[src/hdl/clc_pkg.sv]
// Shared types, token codes and word tables for the column line classifier.
// No dependencies; every other file in hdl/ refers to this package by scoped names.
`default_nettype none

package clc_pkg;

    // Token codes on the result stream.
    localparam logic [3:0] K_SPEC_H  = 4'd0;
    localparam logic [3:0] K_SPEC_F  = 4'd1;
    localparam logic [3:0] K_SPEC_D  = 4'd2;
    localparam logic [3:0] K_SPEC_C  = 4'd3;
    localparam logic [3:0] K_SPEC_P  = 4'd4;
    localparam logic [3:0] K_COMMENT = 4'd5;
    localparam logic [3:0] K_COPY    = 4'd6;
    localparam logic [3:0] K_STAR    = 4'd7;
    localparam logic [3:0] K_UNKNOWN = 4'd8;
    localparam logic [3:0] K_NEWLINE = 4'd9;
    localparam logic [3:0] K_FREE    = 4'd10;

    // Directive word handling phases.
    localparam logic [1:0] PH_DECIDE = 2'd0;
    localparam logic [1:0] PH_SPACE  = 2'd1;
    localparam logic [1:0] PH_WORD   = 2'd2;
    localparam logic [1:0] PH_DONE   = 2'd3;

    // Column of the spec letter, counted from zero, and the longest directive word.
    localparam logic [2:0] SEQ_COLS  = 3'd5;
    localparam logic [3:0] MAX_WORD  = 4'd8;
    localparam logic [3:0] LEN_COPY  = 4'd4;
    localparam logic [3:0] LEN_INCL  = 4'd7;

    // Characters with a meaning of their own.
    localparam logic [7:0] CH_STAR   = 8'h2a;
    localparam logic [7:0] CH_SLASH  = 8'h2f;
    localparam logic [7:0] CH_SPACE  = 8'h20;
    localparam logic [7:0] CH_CR     = 8'h0d;
    localparam logic [7:0] CH_LF     = 8'h0a;

    // Depth of the result queue.
    localparam int unsigned QDEPTH   = 8;
    localparam int unsigned QAW      = $clog2(QDEPTH);

    typedef struct packed {
        logic [3:0] kind;
        logic       last;
    } t_result;

    // Results produced by one input word: zero, one or two.
    typedef struct packed {
        logic [1:0] cnt;
        t_result    r0;
        t_result    r1;
    } t_push;

    // Letters of "copy", lower case.
    function automatic logic [7:0] copy_letter(input logic [1:0] n);
        logic [7:0] c;
        case (n)
            2'd0:    c = 8'h63;
            2'd1:    c = 8'h6f;
            2'd2:    c = 8'h70;
            default: c = 8'h79;
        endcase
        return c;
    endfunction

    // Letters of "include", lower case; the eighth slot matches nothing.
    function automatic logic [7:0] incl_letter(input logic [2:0] n);
        logic [7:0] c;
        case (n)
            3'd0:    c = 8'h69;
            3'd1:    c = 8'h6e;
            3'd2:    c = 8'h63;
            3'd3:    c = 8'h6c;
            3'd4:    c = 8'h75;
            3'd5:    c = 8'h64;
            3'd6:    c = 8'h65;
            default: c = 8'h00;
        endcase
        return c;
    endfunction

endpackage

`default_nettype wire

[src/hdl/clc_line_fsm.sv]
// Per-line state of the classifier and the logic that turns one byte into results.
// Depends on clc_pkg for token codes, phases and the directive word tables.
`default_nettype none

module clc_line_fsm (
    input  wire logic          i_clk,
    input  wire logic          i_rst_n,
    input  wire logic          i_valid,
    input  wire logic [7:0]    i_char,
    input  wire logic          i_eoi,
    output clc_pkg::t_push     o_push
);

    logic       r_free;
    logic [2:0] r_col;
    logic [3:0] r_pending;
    logic [3:0] r_letters;
    logic [1:0] r_phase;
    logic [1:0] r_flags;
    logic       r_cr;
    logic       r_star1;

    logic       n_free;
    logic [2:0] n_col;
    logic [3:0] n_pending;
    logic [3:0] n_letters;
    logic [1:0] n_phase;
    logic [1:0] n_flags;
    logic       n_cr;
    logic       n_star1;

    logic [7:0] lc;
    logic [3:0] word_class;
    logic [3:0] line_class;
    logic       is_letter;

    // Lower-case copy of the byte and the class a finished directive word gives.
    always_comb begin
        lc = i_char;
        if (i_char inside {[8'h41:8'h5a]}) begin
            lc = i_char + 8'h20;
        end
        is_letter = lc inside {[8'h61:8'h7a]};
        if ((r_flags[0] && r_letters == clc_pkg::LEN_COPY) ||
            (r_flags[1] && r_letters == clc_pkg::LEN_INCL)) begin
            word_class = clc_pkg::K_COPY;
        end else begin
            word_class = clc_pkg::K_UNKNOWN;
        end
        line_class = (r_phase == clc_pkg::PH_WORD) ? word_class : r_pending;
    end

    // Next state and results for the byte in the input register.
    always_comb begin
        n_free    = r_free;
        n_col     = r_col;
        n_pending = r_pending;
        n_letters = r_letters;
        n_phase   = r_phase;
        n_flags   = r_flags;
        n_cr      = r_cr;
        n_star1   = r_star1;
        o_push    = '0;

        if (!i_valid) begin
            o_push.cnt = 2'd0;
        end else if (i_eoi) begin
            // End of input flushes a partial line without a newline.
            if (r_col != 3'd0) begin
                o_push.cnt     = 2'd1;
                o_push.r0.kind = line_class;
                o_push.r0.last = 1'b1;
            end
            n_col     = 3'd0;
            n_pending = clc_pkg::K_UNKNOWN;
            n_letters = 4'd0;
            n_phase   = clc_pkg::PH_DECIDE;
            n_flags   = 2'b11;
            n_star1   = 1'b0;
            n_free    = 1'b0;
            n_cr      = 1'b0;
        end else if (i_char == clc_pkg::CH_LF && r_cr) begin
            // Line feed after a carriage return is part of the same newline.
            n_cr = 1'b0;
        end else if (i_char == clc_pkg::CH_LF || i_char == clc_pkg::CH_CR) begin
            n_cr = (i_char == clc_pkg::CH_CR);
            if (r_col != 3'd0) begin
                if (line_class == clc_pkg::K_STAR) begin
                    n_free = 1'b1;
                end
                o_push.cnt     = 2'd2;
                o_push.r0.kind = line_class;
                o_push.r0.last = 1'b0;
                o_push.r1.kind = clc_pkg::K_NEWLINE;
                o_push.r1.last = 1'b1;
            end else begin
                o_push.cnt     = 2'd1;
                o_push.r0.kind = clc_pkg::K_NEWLINE;
                o_push.r0.last = 1'b1;
            end
            n_col     = 3'd0;
            n_pending = clc_pkg::K_UNKNOWN;
            n_letters = 4'd0;
            n_phase   = clc_pkg::PH_DECIDE;
            n_flags   = 2'b11;
            n_star1   = 1'b0;
        end else begin
            n_cr = 1'b0;
            if (r_col == 3'd0) begin
                // First column: a star may open a star directive.
                n_pending = r_free ? clc_pkg::K_FREE : clc_pkg::K_UNKNOWN;
                if (i_char == clc_pkg::CH_STAR) begin
                    n_star1 = 1'b1;
                    n_phase = clc_pkg::PH_DONE;
                end
            end else if (r_star1 && r_col == 3'd1) begin
                if (i_char == clc_pkg::CH_STAR) begin
                    n_pending = clc_pkg::K_STAR;
                end
            end else if (!r_free && !r_star1) begin
                case (r_phase)
                    clc_pkg::PH_DECIDE: begin
                        // Spec column decides the line.
                        if (r_col == clc_pkg::SEQ_COLS) begin
                            n_phase = clc_pkg::PH_DONE;
                            case (lc)
                                8'h68:             n_pending = clc_pkg::K_SPEC_H;
                                8'h66:             n_pending = clc_pkg::K_SPEC_F;
                                8'h64:             n_pending = clc_pkg::K_SPEC_D;
                                8'h63:             n_pending = clc_pkg::K_SPEC_C;
                                8'h70:             n_pending = clc_pkg::K_SPEC_P;
                                clc_pkg::CH_STAR:  n_pending = clc_pkg::K_COMMENT;
                                clc_pkg::CH_SLASH: begin
                                    n_phase   = clc_pkg::PH_WORD;
                                    n_letters = 4'd0;
                                    n_flags   = 2'b11;
                                end
                                clc_pkg::CH_SPACE: n_phase = clc_pkg::PH_SPACE;
                                default:           n_pending = clc_pkg::K_UNKNOWN;
                            endcase
                        end
                    end
                    clc_pkg::PH_SPACE: begin
                        // Blank spec column: the next column decides.
                        n_phase = clc_pkg::PH_DONE;
                        if (i_char == clc_pkg::CH_STAR) begin
                            n_pending = clc_pkg::K_COMMENT;
                        end else if (i_char == clc_pkg::CH_SLASH) begin
                            n_phase   = clc_pkg::PH_WORD;
                            n_letters = 4'd0;
                            n_flags   = 2'b11;
                        end else begin
                            n_pending = clc_pkg::K_UNKNOWN;
                        end
                    end
                    clc_pkg::PH_WORD: begin
                        // Match the directive word one letter at a time.
                        if (is_letter && r_letters < clc_pkg::MAX_WORD) begin
                            if (!(r_letters < clc_pkg::LEN_COPY &&
                                  clc_pkg::copy_letter(r_letters[1:0]) == lc)) begin
                                n_flags[0] = 1'b0;
                            end
                            if (!(r_letters < clc_pkg::LEN_INCL &&
                                  clc_pkg::incl_letter(r_letters[2:0]) == lc)) begin
                                n_flags[1] = 1'b0;
                            end
                            n_letters = r_letters + 4'd1;
                        end else begin
                            n_pending = word_class;
                            n_phase   = clc_pkg::PH_DONE;
                        end
                    end
                    default: begin
                        n_phase = r_phase;
                    end
                endcase
            end
            if (r_col != 3'd7) begin
                n_col = r_col + 3'd1;
            end
        end
    end

    // Line state registers.
    always_ff @(posedge i_clk) begin
        if (!i_rst_n) begin
            r_free    <= 1'b0;
            r_col     <= 3'd0;
            r_pending <= clc_pkg::K_UNKNOWN;
            r_letters <= 4'd0;
            r_phase   <= clc_pkg::PH_DECIDE;
            r_flags   <= 2'b11;
            r_cr      <= 1'b0;
            r_star1   <= 1'b0;
        end else begin
            r_free    <= n_free;
            r_col     <= n_col;
            r_pending <= n_pending;
            r_letters <= n_letters;
            r_phase   <= n_phase;
            r_flags   <= n_flags;
            r_cr      <= n_cr;
            r_star1   <= n_star1;
        end
    end

endmodule

`default_nettype wire

[src/hdl/clc_out_fifo.sv]
// Small result queue that takes up to two results a cycle and hands out one.
// Depends on clc_pkg for the result type and the queue depth.
`default_nettype none

module clc_out_fifo (
    input  wire logic                  i_clk,
    input  wire logic                  i_rst_n,
    input  clc_pkg::t_push             i_push,
    input  wire logic                  i_pop,
    output logic                       o_valid,
    output clc_pkg::t_result           o_data,
    output logic [clc_pkg::QAW:0]      o_count
);

    clc_pkg::t_result            r_mem [clc_pkg::QDEPTH];
    logic [clc_pkg::QAW-1:0]     r_wp;
    logic [clc_pkg::QAW-1:0]     r_rp;
    logic [clc_pkg::QAW:0]       r_count;
    logic                        pop_ok;
    logic [clc_pkg::QAW-1:0]     wp1;

    assign pop_ok  = i_pop && (r_count != '0);
    assign wp1     = r_wp + 1'b1;
    assign o_valid = (r_count != '0);
    assign o_data  = r_mem[r_rp];
    assign o_count = r_count;

    // Storage; the second result goes in the slot after the first.
    always_ff @(posedge i_clk) begin
        if (i_push.cnt != 2'd0) begin
            r_mem[r_wp] <= i_push.r0;
        end
        if (i_push.cnt == 2'd2) begin
            r_mem[wp1] <= i_push.r1;
        end
    end

    // Pointers and fill count.
    always_ff @(posedge i_clk) begin
        if (!i_rst_n) begin
            r_wp    <= '0;
            r_rp    <= '0;
            r_count <= '0;
        end else begin
            r_wp    <= r_wp + clc_pkg::QAW'(i_push.cnt);
            r_rp    <= r_rp + clc_pkg::QAW'(pop_ok);
            r_count <= r_count + (clc_pkg::QAW + 1)'(i_push.cnt)
                       - (clc_pkg::QAW + 1)'(pop_ok);
        end
    end

endmodule

`default_nettype wire

[src/hdl/column_line_classifier.sv]
// Top level of the column line classifier: input register, line logic, result queue.
// Depends on clc_pkg, clc_line_fsm and clc_out_fifo.
`default_nettype none

// Bytes enter on the s_ stream one per cycle: a byte is registered, classified in the
// next cycle, and any results land in an eight-entry queue that feeds the m_ stream.
// A byte that ends no line gives no result; a line end gives the line class and a
// newline token (or the newline alone for an empty line), with tlast on the final one.
// End of input is a word with s_tuser set. Input is taken every cycle as long as the
// queue has room for the results of the byte in flight and of the new one, so the
// block runs at one byte per cycle; only a slow or stalled result side holds it back,
// at one result per cycle out.
module column_line_classifier (
    input  wire logic       i_clk,
    input  wire logic       i_rst_n,
    input  wire logic       s_tvalid,
    output logic            s_tready,
    input  wire logic [7:0] s_tdata,   // [7:0] char_code
    input  wire logic       s_tuser,   // [0] end_of_input
    output logic            m_tvalid,
    input  wire logic       m_tready,
    output logic [7:0]      m_tdata,   // [3:0] token_kind, [7:4] zero
    output logic            m_tlast    // last_of_run
);

    logic                      r_in_valid;
    logic [7:0]                r_in_char;
    logic                      r_in_eoi;
    clc_pkg::t_push            push;
    clc_pkg::t_result          head;
    logic [clc_pkg::QAW:0]     q_count;
    logic [clc_pkg::QAW+1:0]   q_need;
    logic                      s_acc;

    // Room for the word in the input register and a new word, two results each.
    assign q_need   = (clc_pkg::QAW + 2)'(q_count)
                    + (r_in_valid ? (clc_pkg::QAW + 2)'(2) : '0)
                    + (clc_pkg::QAW + 2)'(2);
    assign s_tready = (q_need <= (clc_pkg::QAW + 2)'(clc_pkg::QDEPTH));
    assign s_acc    = s_tvalid && s_tready;

    // Input register.
    always_ff @(posedge i_clk) begin
        if (!i_rst_n) begin
            r_in_valid <= 1'b0;
        end else begin
            r_in_valid <= s_acc;
        end
    end

    always_ff @(posedge i_clk) begin
        if (s_acc) begin
            r_in_char <= s_tdata;
            r_in_eoi  <= s_tuser;
        end
    end

    clc_line_fsm u_line (
        .i_clk   (i_clk),
        .i_rst_n (i_rst_n),
        .i_valid (r_in_valid),
        .i_char  (r_in_char),
        .i_eoi   (r_in_eoi),
        .o_push  (push)
    );

    clc_out_fifo u_fifo (
        .i_clk   (i_clk),
        .i_rst_n (i_rst_n),
        .i_push  (push),
        .i_pop   (m_tready),
        .o_valid (m_tvalid),
        .o_data  (head),
        .o_count (q_count)
    );

    assign m_tdata = {4'd0, head.kind};
    assign m_tlast = head.last;

    // The queue never overfills.
    a_no_overflow: assert property (@(posedge i_clk) disable iff (!i_rst_n)
        q_count <= (clc_pkg::QAW + 1)'(clc_pkg::QDEPTH))
        else $error("result queue overfilled");

    // An accepted word is in the input register on the next cycle.
    a_in_reg: assert property (@(posedge i_clk) disable iff (!i_rst_n)
        s_acc |=> r_in_valid)
        else $error("accepted word lost before the input register");

    // Results come only from a word in the input register.
    a_push_src: assert property (@(posedge i_clk) disable iff (!i_rst_n)
        (push.cnt != 2'd0) |-> r_in_valid)
        else $error("result produced with no word in flight");

endmodule

`default_nettype wire
[config.mk]
export PLATFORM = sky130hd
export DESIGN_NAME = column_line_classifier
export DESIGN_NICKNAME = d
export VERILOG_FILES = /design/src/hdl/clc_pkg.sv /design/src/hdl/clc_line_fsm.sv /design/src/hdl/clc_out_fifo.sv /design/src/hdl/column_line_classifier.sv
export SDC_FILE = /design/constraint.sdc
export NUM_CORES = 1
export LEC_CHECK = 0
export ABC_CLOCK_PERIOD_IN_PS = 4400
export BUFFER_PORTS_ARGS = -buffer_cell sky130_fd_sc_hd__clkbuf_2
export CORE_MARGIN = 2
export CORE_UTILIZATION = 60
export CTS_BUF_LIST = sky130_fd_sc_hd__clkbuf_4
export DETAILED_ROUTE_END_ITERATION = 6
export HOLD_SLACK_MARGIN = 0.03
export PLACE_DENSITY = 0.76
export SLEW_MARGIN = 20
export SYNTH_ARGS = -nofsm -noshare
export SYNTH_HDL_FRONTEND = slang
export SYNTH_HIERARCHICAL = 1
export SYNTH_SLANG_ARGS = --single-unit
[constraint.sdc]
create_clock -name i_clk -period 4.4 [get_ports i_clk]
set_clock_uncertainty 0.2 [all_clocks]
set_input_delay 0.22 -clock i_clk [delete_from_list [all_inputs] [get_ports i_clk]]
set_output_delay 0.22 -clock i_clk [all_outputs]
set_load 0.1 [all_outputs]
Word-level counts from Yosys, hierarchy flattened. Memories as Yosys holds them, arrays and structs flattened. A register that Yosys moved wholly into a read port is not among the register bits. Index checks and enable logic that the tools add are counted.

Register bits after elaboration: 38. Latch bits: 0. Bits in writable memories: 40. Memory bits (read-only): 0. Logic and storage cells: 236. Memories kept: 1.

Memory list: u_fifo.r_mem (depth 8, bits a word 5, rd ports 1, clocked after Yosys merged registers in 1, write ports 2, line clc_out_fifo.sv:15) `clc_pkg::t_result r_mem [clc_pkg::QDEPTH];`.

$add $sub $neg: 10. Multiply operators: 0. Div/mod/pow operators: 0. Order comparisons: 8. Equal/unequal tests: 50. Shift operators: 0. Multiplexer cells: 108. Bitwise gates (word level): 0. Reduce and logical (&&, ||, !) cells: 44.

Operators by type and width (count): 2-to-1 mux 8 bit (19); 2-to-1 mux 4 bit (24); case mux 7 bit (7 select lines) (1); 2-to-1 mux 2 bit (24); == test 8 x 6 -> 1 bit (second input constant) (5); == test 8 x 7 -> 1 bit (second input constant) (5); case mux 4 bit (7 select lines) (1); 2-to-1 mux 12 bit (2); case mux 4 bit (3 select lines) (2); AND reduction 12 bit (2); 2-to-1 mux 1 bit (20); == test 8 x 4 -> 1 bit (second input constant) (2); == test 8 bit (2); >= comparator 8 x 7 -> 1 bit (second input constant) (2); <= comparator 8 x 7 -> 1 bit (second input constant) (2); 2-to-1 mux 3 bit (5); case mux 5 bit (3 select lines) (1); nonzero test 3 bit (5); 2-to-1 mux 7 bit (2); == test 3 bit (second input constant) (4); == test 4 x 3 -> 1 bit (second input constant) (3); logical AND 1 bit (12); != test 4 x 2 -> 1 bit (second input constant) (3); != test 4 x 3 -> 1 bit (second input constant) (3); 46 further kinds (69).

Depth between registers and ports, before layout.
Word-level depth: 26. Depth in mapped cells: 14. Gate-level depth less buffers: 12.

Hierarchy. Netlist, hierarchy kept.

Modules (own cells, without submodules): clc_out_fifo (instances 1, cells each 181, area each 2672.6 um^2, sequential area each 1401.3 um^2); clc_line_fsm (instances 1, cells each 290, area each 2127.0 um^2, sequential area each 360.3 um^2); column_line_classifier (instances 1, cells each 33, area each 456.7 um^2, sequential area each 290.3 um^2).

Worst setup path before layout. Ideal clock, no wire load.

Path type: register -> output. Start point: reg r_in_valid. End point: out s_tready. Arrival time: 3.399 ns. Required time: 3.980 ns. Setup slack: 0.581 ns. Stages on the path, launching flop included: 9. Path buffers: 0. Cell sequence: dfxtp_1 -> inv_1 -> ha_1 -> inv_1 -> ha_1 -> inv_1 -> ha_1 -> nand3b_1 -> o31ai_1.

Cells in the longest elaborated chain, start to end: 4.

RTL lines: start: declaration (line column_line_classifier.sv:26) `logic r_in_valid;`; start signal: assignment (line column_line_classifier.sv:45) `r_in_valid <= 1'b0;`; start signal: assignment (line column_line_classifier.sv:47) `r_in_valid <= s_acc;`; 2-to-1 mux 2 bit (line column_line_classifier.sv:37) `+ (r_in_valid ? (clc_pkg::QAW + 2)'(2) : '0)`; adder 4 x 2 -> 5 bit (line column_line_classifier.sv:37); adder 5 x 2 -> 5 bit (line column_line_classifier.sv:38) `+ (clc_pkg::QAW + 2)'(2);`; <= comparator 5 x 4 -> 1 bit (line column_line_classifier.sv:39) `assign s_tready = (q_need <= (clc_pkg::QAW + 2)'(clc_pkg::QDEPTH));`; end: declaration (line column_line_classifier.sv:17) `output logic s_tready,`.

Every way passes these cells.

Worst setup path after layout.
Start point: reg r_in_char[4]. End point: reg u_fifo.r_count (netlist bit u_fifo/o_count[3]).

Cells in the longest elaborated chain, start to end: 8. Elaborated cells on any way between the ends: 10. Classes of those cells: add/sub (2); eq/ne (2); mux (4); reduce/logical (2).

RTL lines: start: declaration (line column_line_classifier.sv:27) `logic [7:0] r_in_char;`; start signal: assignment (line column_line_classifier.sv:53) `r_in_char <= s_tdata;`; == test 8 x 4 -> 1 bit, on equally long branches (line clc_line_fsm.sv:82, clc_line_fsm.sv:85); logical OR 1 bit (line clc_line_fsm.sv:85) `end else if (i_char == clc_pkg::CH_LF || i_char == clc_pkg::CH_CR) begin`; 2-to-1 mux 12 bit (line clc_line_fsm.sv:85); 2-to-1 mux 12 bit * (line clc_line_fsm.sv:82) `end else if (i_char == clc_pkg::CH_LF && r_cr) begin`; 2-to-1 mux 7 bit * (line clc_line_fsm.sv:67) `end else if (i_eoi) begin`; 2-to-1 mux 2 bit * (line clc_line_fsm.sv:65) `if (!i_valid) begin`; adder 4 x 2 -> 4 bit * (line clc_out_fifo.sv:47) `r_count <= r_count + (clc_pkg::QAW + 1)'(i_push.cnt)`; subtractor 4 x 1 -> 4 bit * (line clc_out_fifo.sv:48) `- (clc_pkg::QAW + 1)'(pop_ok);`; end signal: assignment (line clc_out_fifo.sv:47); end: declaration (line clc_out_fifo.sv:18) `logic [clc_pkg::QAW:0] r_count;`.

Every way passes the cells marked *; elsewhere a longest branch is shown, timed or not. A chain may end at the register's enable or synchronous reset.

==> flow_summary.yaml <==
outcome:
  status: "completed"
synthesis:
  synth-edff-count: 49
  syn-cell-area_um2: 5260
  yosysSeqAreaShare: 0.390
  syn_avg_cell_area_um2: 10.4
  ys_warn_count: 6
  syn_inst: 504
  yosysUniqueCellTypes: 84
  synth-seq-cells: 78
  synthFlopType: "edfxtp_1"
  async_flop_share: 0
timing:
  tightest_slew_ns: 1.02
  setup_viol: 0
  fin_setup_tns_ns: 0
  period_share: 0.823
  whs_ns: 0.0700
  hold_violations: 0
  worst_slack_ns: 0.779
  rsz0062_at_grt: "false"
  slew_headroom: 0.313
  fmax_mhz: 276
  period_minus_slack_ns: 3.62
  drv_slew: 0
final_layout:
  multi_input_area_um2: 2910
  antenna_cells: 0
  drive_above_1_share: 0.216
  nets: 565
  final_util: 0.654
  nFillCells: 689
  seqCellArea_um2: 2050
  syn2layout_area_growth_pct: 6.93
placed_design:
  port_buffers: 19
  pre_cts_slack_ns: 0.836
  place_congestion: 0.941
  dpl.hpwl_um: 8450
clock_tree:
  clk_pin_slew_worst_paths_ns: 0.13
  cts_tree: "done"
  cts-root-buf: "clkbuf_4"
  clock-sinks: 78
  post_cts_buffers: 0
  ctsResizeCount: 0
  clk_path_buf_depth: 2
  htreeDepth: 3
  clock_latency_ns: 0.43
  numCtsBuffers: 9
drt:
  route.detailed.drc: 0
  drtAntennaViolNets: 0
  vias_per_cell: 6.42
  drt-total-wl_um: 11800
  drtIter0Drc: 429
  drt_pass1_iterations: 5
  wl_per_cell_um: 18.4
  vias: 4087
setup_path:
  critPathCaptureType: "register"
  cp_data_arrival_time_ns: 3.79
  cp_max_fo: 31
  worstSetupStartpointType: "register"
  cp.required_ns: 4.56
  crit_type: "reg2reg"
pwr:
  clockPowerShare: 0.203
  switching_share: 0.408
  p_switching_uw: 892
  power_frac_comb: 0.373
  irDropWorstVdd_v: 0.000375
  power_density_nw_per_um2: 389
  leakagePower_nw: 2.09
  p_int_mw: 1.30
  pwr-share-seq: 0.423
floorplan:
  die_h_um: 97.6
  start_util: 0.612
  std_cell_rows: 34
  fp.dieW_um: 97.6
  core_area_um2: 8590
  dieArea_um2: 9520
  ioPinCount: 24
min_path:
  hold_class: "in2reg"
grt:
  grt_pass1_wl_um: 19300
  first_global_vias: 3856
  gr-total-overflow: 0
  antenna_found_initial: 0
  grt_util_all_layers: 0.254
  grt_max_degree: 32
flow_run:
  maxCapViolations: 0
registers in the layout, summed over array words and instances (netlist names):
name	flops
r_in_eoi	1
u_fifo/r_wp	3
u_line/r_phase	2
u_fifo/r_rp	3
u_line/r_letters	4
u_line/r_star1	1
r_in_char	8
u_line/r_free	1
u_line/r_cr	1
u_line/r_col	3
u_fifo/r_mem	40
r_in_valid	1
u_line/r_flags	2
u_line/r_pending	4
u_fifo/o_count	4
repair_timing:
action	4_1_cts	5_1_grt
setup endpoints to repair	0	0
hold endpoints to repair	11	0
hold buffers	11	0
cells in the mapped netlist (3+ instances only):
library cell / count / share of area
ha_1: 26 / 0.062
nor4b_1: 4 / 0.0067
xor2_1: 5 / 0.0083
and3_1: 6 / 0.0071
o211ai_1: 6 / 0.0086
nand2_1: 35 / 0.025
inv_1: 33 / 0.024
o21ai_0: 22 / 0.021
nor3b_1: 3 / 0.0043
dfxtp_1: 29 / 0.11
a211o_1: 3 / 0.0050
clkbuf_1: 11 / 0.0079
or4_1: 3 / 0.0043
nor3_1: 11 / 0.010
buf_4: 11 / 0.016
a211oi_1: 3 / 0.0043
xnor2_1: 5 / 0.0083
nand3b_1: 5 / 0.0071
mux4_2: 10 / 0.043
nand3_1: 10 / 0.0095
o22ai_1: 4 / 0.0048
nor4_1: 5 / 0.0060
and2_1: 6 / 0.0071
nand2b_1: 13 / 0.015
a22oi_1: 4 / 0.0057
mux2_2: 45 / 0.096
o31ai_1: 7 / 0.010
o2111ai_1: 3 / 0.0050
nand4_1: 3 / 0.0036
edfxtp_1: 49 / 0.28
a2111oi_0: 3 / 0.0050
a21oi_1: 10 / 0.0095
a21o_1: 3 / 0.0043
nor2b_1: 6 / 0.0071
buf_2: 7 / 0.0067
nor2_1: 32 / 0.023
mux2i_1: 5 / 0.0095
critical path: stages, from the launching register on:
cell and delay [ns]:
edfxtp_1 0.68, nor4_2 0.48, and3_1 0.25, o21ai_0 0.19
nor2_1 0.15, buf_4 0.29, inv_1 0.13, ha_1 0.34
inv_1 0.05, ha_1 0.28, a21o_1 0.17, a21oi_1 0.17
mux2i_1 0.19
placed cells by master (no fill, tap or decap), types with 6 or more instances in the layout:
master,instances
buf_4,6
clkbuf_2,19
dlygate4sd3_1,11
clkbuf_4,10
nand3_1,10
mux2_2,45
nor2_1,32
a21oi_1,10
edfxtp_1,49
inv_1,33
mux4_2,10
o21ai_0,22
ha_1,26
nand2_1,35
o31ai_1,7
dfxtp_1,29
nor2b_1,6
nand2b_1,13
conb_1,6
o211ai_1,6
and2_1,6
nor3_1,11
and3_1,6
per-stage QoR:
stage	instances	area (um^2)	total power [mW]
after global placement	610	5370	1.72
final	637	5620	2.19
after floorplan	508	5270	1.60
after CTS	637	5620	2.19
after global routing	637	5620	2.32
after detailed placement	610	5370	1.74
per-layer routing:
| metal | vias up | routed length [um] | share of wire | GRT usage |
|---|---|---|---|---|
| met3 | 19 | 669 | 0.057 | 0.0345 |
| met1 | 1978 | 5300 | 0.45 | 0.362 |
| met5 | - | 0 | 0 | 0 |
| met4 | 0 | 231 | 0.020 | 0.0823 |
| met2 | 172 | 5550 | 0.47 | 0.403 |
| li1 | 1918 | - | - | - |
power groups by stage:
stage	Combinational, mW	Sequential, mW	Clock [mW]
after floorplan	0.727	0.875	0
after global placement	0.781	0.940	0
final	0.816	0.926	0.445
after global routing	0.889	0.939	0.487
after detailed placement	0.802	0.943	0
after CTS	0.812	0.927	0.455
kinds of logic after synthesis:
family          share of synthesized area
xor+xnor                           0.0229
simple gates                        0.169
flops                               0.390
compound gates                      0.139
fa+ha+maj                          0.0695
mux                                 0.149
buf+inv                            0.0588
other cells                       0.00143
final cells by class:
type | instances | area share
flip-flops and latches | 78 | 0.365
well taps | 108 | 0.0240
clock inverters | 6 | 0.0125
repair buffers | 36 | 0.0445
multi-input cells | 365 | 0.518
clock buffers | 10 | 0.0134
inverters | 34 | 0.0227
final timing paths:
kind                           from                 to  slack [ns]  depth (start not counted)
setup reg to reg       r_in_char[4]  u_fifo/o_count[3]        0.78                         12
hold / removal              i_rst_n  u_fifo/o_count[3]        0.07                          3
setup / recovery       r_in_char[4]  u_fifo/o_count[3]        0.78                         12
hold reg to reg   u_line/r_flags[0]  u_line/r_flags[0]        0.29                          1
Note: power is estimated with default switching activity, not from simulation.
